===== config.mk =====
export PLATFORM = sky130hd
export DESIGN_NAME = imh_ram
export DESIGN_NICKNAME = d
export VERILOG_FILES = /design/src/imh_ram.sv
export SDC_FILE = /design/constraint.sdc
export NUM_CORES = 1
export LEC_CHECK = 0
export ABC_AREA = 1
export BUFFER_PORTS_ARGS = -buffer_cell sky130_fd_sc_hd__buf_4
export CORE_ASPECT_RATIO = 1.2
export CORE_UTILIZATION = 54
export DETAILED_ROUTE_END_ITERATION = 10
export PLACE_DENSITY_LB_ADDON = 0.25
export SYNTH_ARGS = -nofsm -noshare
export SYNTH_HDL_FRONTEND = slang
export SYNTH_SLANG_ARGS = --single-unit

===== constraint.sdc =====
create_clock -name i_clk -period 3 [get_ports i_clk]
set_input_delay 0.6 -clock i_clk [delete_from_list [all_inputs] [get_ports i_clk]]
set_output_delay 0.6 -clock i_clk [all_outputs]
set_load 0.02 [all_outputs]

===== src/imh_ram.sv =====
// imh_ram: generic simple dual-port RAM, one write and one registered read port.
// No dependencies.
module imh_ram #(
    parameter int WIDTH = 8,
    parameter int DEPTH = 16
) (
    input  logic                     i_clk,
    input  logic                     i_we,
    input  logic [$clog2(DEPTH)-1:0] i_waddr,
    input  logic [WIDTH-1:0]         i_wdata,
    input  logic [$clog2(DEPTH)-1:0] i_raddr,
    output logic [WIDTH-1:0]         o_rdata
);
    logic [WIDTH-1:0] r_mem [DEPTH];
    logic [WIDTH-1:0] r_rdata;

    always_ff @(posedge i_clk) begin
        if (i_we) begin
            r_mem[i_waddr] <= i_wdata;
        end
        r_rdata <= r_mem[i_raddr];
    end

    assign o_rdata = r_rdata;
endmodule

Word-level counts from Yosys, hierarchy flattened
Memories as Yosys holds them, arrays and structs flattened. A register that Yosys moved wholly into a read port is not among the register bits.
Index checks and enable logic that the tools add are counted.
- add/subtract/negate cells: 0
- order comparisons: 0
- mux-type cells: 2
- bitwise gates (word level): 0
- reductions and logical operators: 0
- multiply operators: 0
- shift-type cells: 0
- divide/modulo/power cells: 0
- eq/ne operators: 0
- operators with widths (kind ; number):
    1-bit two-way mux ; 2
- logic and storage cells: 3
- RAM bits: 128
- input port bits: 18
- memories kept: 1
- bits in read-only memories: 0
- bits in latches: 0
- output and inout port bits: 8
- bits in registers: 0
- memories (name ; words ; bits a word ; rd ports ; clocked after memory_dff ; write ports ; line ; text):
    r_mem ; 16 ; 8 ; 1 ; 1 ; 1 ; 14 ; logic [WIDTH-1:0] r_mem [DEPTH];

Logic depth before layout (Yosys ltp)
Gate-level depths: netlist of the first run.
- depth in word-level cells: 2
- gate-level depth with buffers: 8
- mapped depth without buffers: 7

Worst setup path after synthesis of the first run
OpenSTA, ideal clock, no wires.
- path type: input -> register
- from: input i_waddr[2]
- to: memory r_mem[10][0] (enable)
- stages: 2
- setup slack: 1.449 ns
- setup time: 0.370 ns
- data required time: 2.630 ns
- arrival time: 1.181 ns
- cell sequence: nand3b_1 > nor2_1
- RTL lines (item ; line ; text):
    start, declared ; 9 ; input logic [$clog2(DEPTH)-1:0] i_waddr,
    end, declared ; 14 ;
Straight into the memory's write port.

==> results.md, run 1 <==
* Status: finished clean
* Drt pass-1 iters at 5
* Switching power at 943 uW
* Int Pwr at 3410 uW
* Skew-Pair Late Insertion Delay at 0.41 ns
* Total track usage at 24.7%
* Setup violators final at 0
* CP Max Fanout at 64
* FFs w/ async S/R, synth at 0%
* Die Ht at 115 um
* R2R setup slack at 1.92 ns
* Main synth FF type: edfxtp_1
* DR vias/cell at 5.29
* Pre-CTS setup slack at 0.989 ns
* Hold Vio Cnt, Final at 0
* Hold depth at 1
* Initial antenna violation count at 0
* Logic pwr share at 6.2%
* Mapped Area at 5770 um2
* F_max at 621 MHz
* Final setup TNS at 0 ns
* Vias at 3,765
* Yosys cell types at 12
* Final period util at 53.7%
* PortBufs at 25
* H-tree depth at 4
* Initial DRC Count at 358
* Total gr overflow at 0
* Worst setup path class: input port to flip-flop
* Fill count at 790
* Reg power frac at 49.1%
* Worst rel slew slack at 41.1%
* Sink Count at 136
* Top cells by area, synth: edfxtp_1 67%, nand2_1 11%, nand3_1 8.4%
* Hold EP: r_mem[7][5]
* # IOs at 26
* CP Launch Type: input port
* CP Data Required Time at 3.30 ns
* Fin Clk Skew at 0.00618 ns
* Root Driver: clkbuf_16
* CP endpoint kind: flip-flop
* Hold Buf Count CTS at 0
* Post-DP HPWL at 7230 um
* CTS tree: done
* Post-synth top area cell: edfxtp_1
* Sw Ratio at 21.7%
* Layout cell share with drive strength beyond 1 at 10.2%
* Synth Instances at 551
* Wire length per cell at 17.0 um
* # Post-CTS Setup Buffers at 0
* EDFF count, synth at 128
* Clock Path Buffers at 2
* Slew @ Worst Pin at 0.881 ns
* Diodes inserted at 0
* Final net count at 592
* Final worst-path setup slack at 1.39 ns
* Top-count cell post-synth: nand2_1
* Share of Yosys cell area claimed by the top area cell type at 66.7%
* #FFs+latches synth at 136
* Cell area power density at 667 nW/um2
* Core footprint at 10,200 um2
* Global-route wire length before repair at 19,000 um
* DRT Wirelength at 12,100 um
* Number of global-route vias before repair at 3,652
* # DRC at 0
* Cells resized by post-CTS repair at 0
* Maxcap violations at 0
* Clock group share of total power at 44.6%
* Largest net degree at the start of global routing at 65
* Antenna viol nets, final at 0
* Tightest Hold Check Type: input port to flip-flop
* Crit path DAT at 1.91 ns
* RR Startpoint: r_mem[1][2]
* Reg-to-Reg End: o_rdata[2]
* Pins Over Slew Limit at 0
* Leakage at 0.00281 uW
* Die X at 96.3 um
* Register area share after synthesis at 69.4%
* FP Rows at 40
* Total CTS buffers at 17
* R2R cell count at 6
* DIE AREA at 11,100 um2
* Synthesized Nets at 569
* Gpl congestion at 0.893
* Worst hold start: i_wdata[5]
* RSZ-0062 raised after global routing: false
* CTS clk-pin slew, worst paths at 0.06 ns
* Crit path time final at 1.61 ns
* Area growth from synthesis to layout at 13.2%
* Synthesized area per cell at 10.5 um2
* Starting Density at 56.5%
* Peak VDD IR at 0.402 mV
* Top cells by count, synth: 173 x nand2_1, 128 x edfxtp_1, 100 x inv_1
* YS warnings at 0
## how the worst max path moves through the flow
stage	from	to	slack, ns
detailed placement	i_raddr[0]	o_rdata[2]	0.99
finish	i_raddr[0]	o_rdata[2]	1.39
global placement	i_raddr[1]	o_rdata[2]	1.00
global route	i_raddr[0]	o_rdata[2]	1.30
CTS	o_rdata[2]	o_rdata[2]	1.41
floorplan	i_waddr[2]	r_mem[10][0]	1.45
## per-stage QoR
step | power (uW) | hold WS (ns) | utilization (%) | instances | area [um2]
floorplan | 2340 | 0.607 | - | 551 | 5770
global placement | 2440 | 0.648 | 58.5 | 681 | 5970
detailed placement | 2450 | 0.656 | 58.5 | 681 | 5970
CTS | 4370 | 0.521 | 63.9 | 712 | 6530
global route | 4490 | 0.530 | 63.9 | 712 | 6530
finish | 4350 | 0.523 | 63.9 | 712 | 6530
## power groups by stage
stage                     Sequential (uW)  Clock, uW  Combinational [uW]
after floorplan                      2190          0                 150
after global placement               2180          0                 265
after detailed placement             2180          0                 271
after CTS                            2140       1960                 272
after global routing                 2140       2050                 299
final                                2140       1940                 272
## critical path, stage by stage
cell and delay [ns]:
buf_4 0.12, inv_2 0.03, buf_4 0.54, nand2_1 0.12
nand3_1 0.10, nand3_1 0.17, nand3_1 0.15, nand2_1 0.05
## flip-flops by register name, summed over array words and instances, names as in the netlist
register  flops
o_rdata       8
r_mem       128
## cell families (layout without fill, tap and decap cells)
logic type    after synthesis  count (layout)  share of synthesized area [%]
flops                     136             136                           69.4
simple gates              289             289                           21.0
buf+inv                   126             161                           9.52
## per-layer routing
layer	vias up	part of all wire [%]	global-route usage (%)
met5	-	0	0
met4	0	3.4	12.7
met3	20	6.5	6.22
met2	169	52	40.6
met1	1756	38	29.9
li1	1820	-	-
## cells in the final DEF (no fill, tap or decap)
cell and instances:
clkinv_4 1, nand3b_1 2, clkbuf_16 17, clkinv_2 5, nand2_1 173, bufinv_16 2, buf_4 28, inv_2 2
clkinv_1 1, edfxtp_1 128, nor2_1 17, dfxtp_1 8, nand3_1 97, clkinvlp_4 5, inv_1 100
## layout make-up
class / count / area [um2] / share of cell area, %
Clock buffer: 17 / 425 / 6.52
Inverter: 102 / 383 / 5.86
Timing Repair Buffer: 28 / 210 / 3.22
Multi-Input combinational cell: 289 / 1210 / 18.6
Clock inverter: 14 / 135 / 2.07
Sequential cell: 136 / 4000 / 61.3
Tap cell: 126 / 158 / 2.41
Power figures use the tool's default switching activity.
==> run 2, diff against run 1 <==
--- a/config.mk
+++ b/config.mk
@@ -5,7 +5,7 @@
 export SDC_FILE = /design/constraint.sdc
 export NUM_CORES = 1
 export LEC_CHECK = 0
-export ABC_AREA = 1
+export ABC_AREA = 0
 export BUFFER_PORTS_ARGS = -buffer_cell sky130_fd_sc_hd__buf_4
 export CORE_ASPECT_RATIO = 1.2
 export CORE_UTILIZATION = 54
==> constraint.sdc (replaced) <==
create_clock -name i_clk -period 1.45 [get_ports i_clk]
set_input_delay 0.29 -clock i_clk [delete_from_list [all_inputs] [get_ports i_clk]]
set_output_delay 0.29 -clock i_clk [all_outputs]
set_load 0.02 [all_outputs]
==> results.md, run 2 <==
* Total CTS buffers at 17 (unchanged)
* Synthesized Nets at 247 (was 569)
* F_max at 745 MHz
* Top cells by area, synth: edfxtp_1 75%, mux4_2 7.9%, mux4_1 7.1% (was edfxtp_1 67%, nand2_1 11%, nand3_1 8.4%)
* CP endpoint kind: flip-flop (unchanged)
* Total gr overflow at 0 (unchanged)
* RSZ-0062 raised after global routing: false (unchanged)
* Vias at 2,468 (was 3,765)
* Final net count at 311 (was 592)
* Hold Vio Cnt, Final at 0 (unchanged)
* Power, Total at 8960 uW (was 4350 uW)
* Pre-CTS setup slack at -0.163 ns (was 0.989 ns)
* Core footprint at 9130 um2 (was 10,200 um2)
* Post-synth top area cell: edfxtp_1 (unchanged)
* Wire length per cell at 22.5 um (was 17.0 um)
* Most frequent cells in the layout: 128 x edfxtp_1, 51 x buf_4, 18 x mux4_2 (was 173 x nand2_1, 128 x edfxtp_1, 100 x inv_1)
* Worst rel slew slack at 48.5% (was 41.1%)
* YS warnings at 0 (unchanged)
* Skew-Pair Late Insertion Delay at 0.51 ns (was 0.41 ns)
* Area growth from synthesis to layout at 21.6% (was 13.2%)
* Starting Density at 56.4% (was 56.5%)
* Gpl congestion at 0.728 (was 0.893)
* Worst setup path class: flip-flop to flip-flop (was input port to flip-flop)
* Cells resized by post-CTS repair at 0 (unchanged)
* Mapped Area at 5150 um2 (was 5770 um2)
* Top cells by count, synth: 128 x edfxtp_1, 18 x mux4_2, 16 x a22oi_1 (was 173 x nand2_1, 128 x edfxtp_1, 100 x inv_1)
* Yosys cell types at 19 (was 12)
* Total track usage at 21.8% (was 24.7%)
* Most common cell after layout, fill and taps aside: edfxtp_1 (was nand2_1)
* Crit path DAT at 1.74 ns (was 1.91 ns)
* Top reg by flops: r_mem (unchanged)
* Slowest CP cell: mux4_1 (was buf_4)
* Post-DP HPWL at 6360 um (was 7230 um)
* Slew @ Worst Pin at 0.770 ns (was 0.881 ns)
* CP Data Required Time at 1.85 ns (was 3.30 ns)
* Dpl cell area at 5690 um2 (was 5970 um2)
* Crit path time final at 1.34 ns
* Crit path largest cell delay at 0.51 ns (was 0.54 ns)
* Synth Instances at 229 (was 551)
* Synthesized area per cell at 22.5 um2 (was 10.5 um2)
* Maxcap violations at 0 (unchanged)
* Final period util at 92.5%
* Cell area power density at 1430 nW/um2 (was 667 nW/um2)
* DRT Wirelength at 9600 um (was 12,100 um)
* Hold Buf Count CTS at 0 (unchanged)
* Layout cell share with drive strength beyond 1 at 35.3% (was 10.2%)
* Status: finished clean (unchanged)
* PortBufs at 25 (unchanged)
* # IOs at 26 (unchanged)
* Root Driver: clkbuf_8 (was clkbuf_16)
* Global-route wire length before repair at 14,800 um (was 19,000 um)
* Sink Count at 136 (unchanged)
* DR vias/cell at 5.79 (was 5.29)
* H-tree depth at 4 (unchanged)
* Peak VDD IR at 0.938 mV (was 0.402 mV)
* DIE AREA at 9930 um2 (was 11,100 um2)
* FP Rows at 38 (was 40)
* # Post-CTS Setup Buffers at 0 (unchanged)
* Share of Yosys cell area claimed by the top area cell type at 74.7% (was 66.7%)
* Main synth FF type: edfxtp_1 (unchanged)
* #FFs+latches synth at 136 (unchanged)
* Number of flip-flops in the largest register at 128 (unchanged)
* Post-Route Utilization at 68.6% (was 63.9%)
* Register area share after synthesis at 77.8% (was 69.4%)
* Die X at 91.1 um (was 96.3 um)
* # DRC at 0 (unchanged)
* CTS tree: done (unchanged)
* Top-count cell post-synth: edfxtp_1 (was nand2_1)
* Pins Over Slew Limit at 0 (unchanged)
* Hold depth at 1 (unchanged)
* Initial antenna violation count at 0 (unchanged)
* Antenna viol nets, final at 0 (unchanged)
* CTS clk-pin slew, worst paths at 0.06 ns (about the same)
* Diodes inserted at 0 (unchanged)
* Tightest Hold Check Type: input port to flip-flop (unchanged)
* Largest net degree at the start of global routing at 17 (was 65)
* CP Max Fanout at 1 (was 64)
* Drt pass-1 iters at 4 (was 5)
* FFs w/ async S/R, synth at 0% (unchanged)
* Clock Path Buffers at 2 (unchanged)
* Number of global-route vias before repair at 2,542 (was 3,652)
* EDFF count, synth at 128 (unchanged)
* Die Ht at 109 um (was 115 um)
* Initial DRC Count at 239 (was 358)
* Final worst-path setup slack at 0.108 ns (was 1.39 ns)
* CP Launch Type: flip-flop (was input port)
* Worst path cell trace: mux4_1, a22oi_1, nand2_1 (was buf_4, inv_2, buf_4, nand2_1, nand3_1, nand3_1, nand3_1, nand2_1)
* Setup violators final at 0 (unchanged)
* Final Instance Area at 6260 um2 (was 6530 um2)
* Fin Clk Skew at 0.00443 ns (was 0.00618 ns)
* R2R cell count at 3 (was 6)
* Leakage at 0.00216 uW (was 0.00281 uW)
run 2: critical path: cells and delay by family (launching register included):
kind	cells	cell delay, ns
flops	1	0.36
simple gates	1	0.08
compound gates	1	0.28
mux	1	0.51
run 2: area by class of cell:
class | count | area [um2]
Timing Repair Buffer | 55 | 463
Multi-Input combinational cell | 83 | 1070
Fill cell | 594 | 2870
Sequential cell | 136 | 4000
Clock buffer | 20 | 445
Clock inverter | 12 | 126
Tap cell | 120 | 150
run 2: layer usage:
layer | part of all wire, % | wire length [um] | global-route usage, % | up-vias
li1 | - | - | - | 1098
met1 | 41 | 3910 | 27.9 | 1262
met2 | 52 | 4980 | 36.5 | 95
met3 | 5.9 | 562 | 5.44 | 13
met4 | 1.5 | 147 | 8.28 | 0
met5 | 0 | 0 | 0 | -
run 2: cell families (layout without fill, tap and decap cells):
| logic type | count (synthesis) | after routing | share of synthesized area [%] |
|---|---|---|---|
| AO/OA/AOI/OAI | 16 | 16 | 2.33 |
| flip-flops | 136 | 136 | 77.8 |
| AND/OR/NAND/NOR | 35 | 35 | 3.18 |
| multiplexers | 32 | 32 | 15.0 |
| buffers and inverters | 10 | 87 | 1.68 |
run 2: path summary, 6_finish.rpt:
check / slack [ns] / end / start
setup / recovery: 0.11 / o_rdata[2] / r_mem[1][2]
hold / removal: 0.08 / r_mem[5][1] / i_wdata[1]
setup reg to reg: 0.11 / o_rdata[2] / r_mem[1][2]
hold reg to reg: 0.66 / o_rdata[2] / r_mem[14][2]
run 2: through the flow:
stage | hold slack [ns] | std cells | TNS [ns]
floorplan | 0.389 | 229 | -3.26
global placement | 0.593 | 394 | -3.50
detailed placement | 0.601 | 394 | -4.52
CTS | 0.0635 | 426 | 0
global route | 0.0750 | 426 | 0
finish | 0.0827 | 426 | 0
run 2: report_power, final:
part	switching, uW	internal [uW]	total (uW)
Clock	1530	2520	4050
Combinational	259	228	487
Sequential	28.3	4400	4420
==> run 3, diff against run 2 <==
--- a/config.mk
+++ b/config.mk
@@ -5,7 +5,7 @@
 export SDC_FILE = /design/constraint.sdc
 export NUM_CORES = 1
 export LEC_CHECK = 0
-export ABC_AREA = 0
+export ABC_AREA = 1
 export BUFFER_PORTS_ARGS = -buffer_cell sky130_fd_sc_hd__buf_4
 export CORE_ASPECT_RATIO = 1.2
 export CORE_UTILIZATION = 54
==> results.md, run 3 (synthesized netlist as in run 1, its figures left out) <==
* Worst hold start: i_raddr[3] (was i_wdata[1])
* Reg-to-Reg End: o_rdata[1] (was o_rdata[2])
* F_max at 826 MHz (was 745 MHz)
* CTS tree: done (unchanged)
* Diodes inserted at 0 (unchanged)
* Cells resized by post-CTS repair at 0 (unchanged)
* Core footprint at 10,200 um2 (was 9130 um2)
* Tightest Hold Check Type: input port to flip-flop (unchanged)
* Slew @ Worst Pin at 0.261 ns (was 0.770 ns)
* Pre-CTS setup slack at 0.0515 ns (was -0.163 ns)
* # Post-CTS Setup Buffers at 0 (unchanged)
* Setup violators final at 0 (unchanged)
* Met2 wire len at 6550 um (was 4980 um)
* Wire length per cell at 17.4 um (was 22.5 um)
* CP Max Fanout at 1 (unchanged)
* Worst setup path class: flip-flop to output pin (was flip-flop to flip-flop)
* Final Instance Area at 6850 um2 (was 6260 um2)
* Root Driver: clkbuf_16 (was clkbuf_8)
* Hold depth at 3 (was 1)
* Final worst-path setup slack at 0.239 ns (was 0.108 ns)
* Clock Path Buffers at 2 (unchanged)
* Dpl cell area at 6180 um2 (was 5690 um2)
* Total track usage at 25.9% (was 21.8%)
* R2R cell count at 6 (was 3)
* Critical path buffers and inverters at 1 (was 0)
* Crit path DAT at 0.92 ns (was 1.74 ns)
* DR vias/cell at 5.24 (was 5.79)
* Most frequent cells in the layout: 173 x nand2_1, 128 x edfxtp_1, 100 x inv_1 (was 128 x edfxtp_1, 51 x buf_4, 18 x mux4_2)
* Post-DP HPWL at 7730 um (was 6360 um)
* # IOs at 26 (unchanged)
* Final period util at 83.5% (was 92.5%)
* Sink Count at 136 (unchanged)
* Gpl congestion at 0.817 (was 0.728)
* PortBufs at 25 (unchanged)
* Maxcap violations at 0 (unchanged)
* RR Startpoint: r_mem[5][1] (was r_mem[1][2])
* Uppermost layer routed: met4 (unchanged)
* Top reg by flops: r_mem (unchanged)
* Power, Total at 9860 uW (was 8960 uW)
* Most common cell after layout, fill and taps aside: nand2_1 (was edfxtp_1)
* Crit path time final at 1.21 ns (was 1.34 ns)
* Peak VDD IR at 1.26 mV (was 0.938 mV)
* Area growth from synthesis to layout at 18.8% (was 21.6%)
* Initial DRC Count at 309 (was 239)
* Drt pass-1 iters at 5 (was 4)
* Total gr overflow at 0 (unchanged)
* Footprint of the multi-input gates at 1210 um2 (was 1070 um2)
* Status: finished clean (unchanged)
* Antenna viol nets, final at 0 (unchanged)
* Leakage at 0.00300 uW (was 0.00216 uW)
* Global-route wire length before repair at 20,100 um (was 14,800 um)
* Die Ht at 115 um (was 109 um)
* Vias at 3,860 (was 2,468)
* Top delay family on crit path: flip-flops (was multiplexers)
* R2R setup slack at 0.39 ns (was 0.11 ns)
* Wire length on met1 at 4960 um (was 3910 um)
* Layout cell share with drive strength beyond 1 at 13.9% (was 35.3%)
* CP Data Required Time at 1.16 ns (was 1.85 ns)
* H-tree depth at 4 (unchanged)
* Slowest CP cell: dfxtp_1 (was mux4_1)
* RSZ-0062 raised after global routing: false (unchanged)
* Hold Vio Cnt, Final at 0 (unchanged)
* CP endpoint kind: output pin (was flip-flop)
* Skew-Pair Late Insertion Delay at 0.41 ns (was 0.51 ns)
* Crit path largest cell delay at 0.35 ns (was 0.51 ns)
* # DRC at 0 (unchanged)
* Total CTS buffers at 17 (unchanged)
* Initial antenna violation count at 0 (unchanged)
* Worst path cell trace: buf_4 (was mux4_1, a22oi_1, nand2_1)
* Fill count at 739 (was 594)
* Number of global-route vias before repair at 3,883 (was 2,542)
* Largest net degree at the start of global routing at 53 (was 17)
* Hold EP: o_rdata[4] (was r_mem[5][1])
* Final setup TNS at 0 ns (unchanged)
* Final net count at 615 (was 311)
* DRT Wirelength at 12,800 um (was 9600 um)
* FF+latch area at 4000 um2 (unchanged)
* Fin Clk Skew at 0.00431 ns (was 0.00443 ns)
* Cell area power density at 1440 nW/um2 (was 1430 nW/um2)
* FP Rows at 40 (was 38)
* Number of flip-flops in the largest register at 128 (unchanged)
* Pins Over Slew Limit at 0 (unchanged)
* CP Launch Type: flip-flop (unchanged)
* DR WL met3 at 645 um (was 562 um)
* CTS clk-pin slew, worst paths at 0.06 ns (about the same)
* Starting Density at 56.5% (was 56.4%)
* Hold Buf Count CTS at 0 (unchanged)
* DIE AREA at 11,100 um2 (was 9930 um2)
* Die X at 96.3 um (was 91.1 um)
* Worst rel slew slack at 82.6% (was 48.5%)
-- run 3: layout make-up --
| class | count | area share [%] |
|---|---|---|
| clock inverter | 15 | 3.63 |
| tap | 126 | 2.30 |
| clock buffer | 17 | 6.21 |
| sequential | 136 | 58.4 |
| inverter | 102 | 5.59 |
| timing repair buffer | 51 | 6.13 |
| multi-input combinational | 289 | 17.7 |
-- run 3: per-stage QoR --
stage               hold slack (ns)  instances  util [%]
finish                        0.204        736      67.1
CTS                           0.198        736      67.1
global route                  0.213        736      67.1
detailed placement            0.629        704      60.5
global placement              0.619        704      60.5
floorplan                     0.389        551         -
-- run 3: worst max-delay path by stage --
stage          cells past startpoint        from      endpoint  slack, ns
5_1_grt                            1  o_rdata[6]    o_rdata[6]       0.22
4_1_cts                            1  o_rdata[7]    o_rdata[7]       0.23
2_1_floorplan                      2  i_waddr[2]  r_mem[10][0]       0.21
3_5_place_dp                       7  i_raddr[1]    o_rdata[6]       0.05
3_3_place_gp                       7  i_raddr[1]    o_rdata[6]       0.08
6_report                           1  o_rdata[6]    o_rdata[6]       0.24
-- run 3: metal layers --
layer | GRT usage, % | vias up
li1 | - | 1865
met5 | 0 | -
met2 | 42.7 | 146
met3 | 5.09 | 40
met4 | 16.5 | 0
met1 | 31.1 | 1809
-- run 3: power by group --
group	switching [uW]	internal, uW	total (uW)
Sequential	29.1	4400	4420
Combinational	411	202	613
Clock	1600	3230	4830
Total	2040	7830	9860
-- run 3: worst register-to-register path: cells and delay by family, from the launching register on --
kind                   cells  cell delay [ns]
buffers and inverters      1             0.06
AND/OR/NAND/NOR            5             0.52
flip-flops                 1             0.36
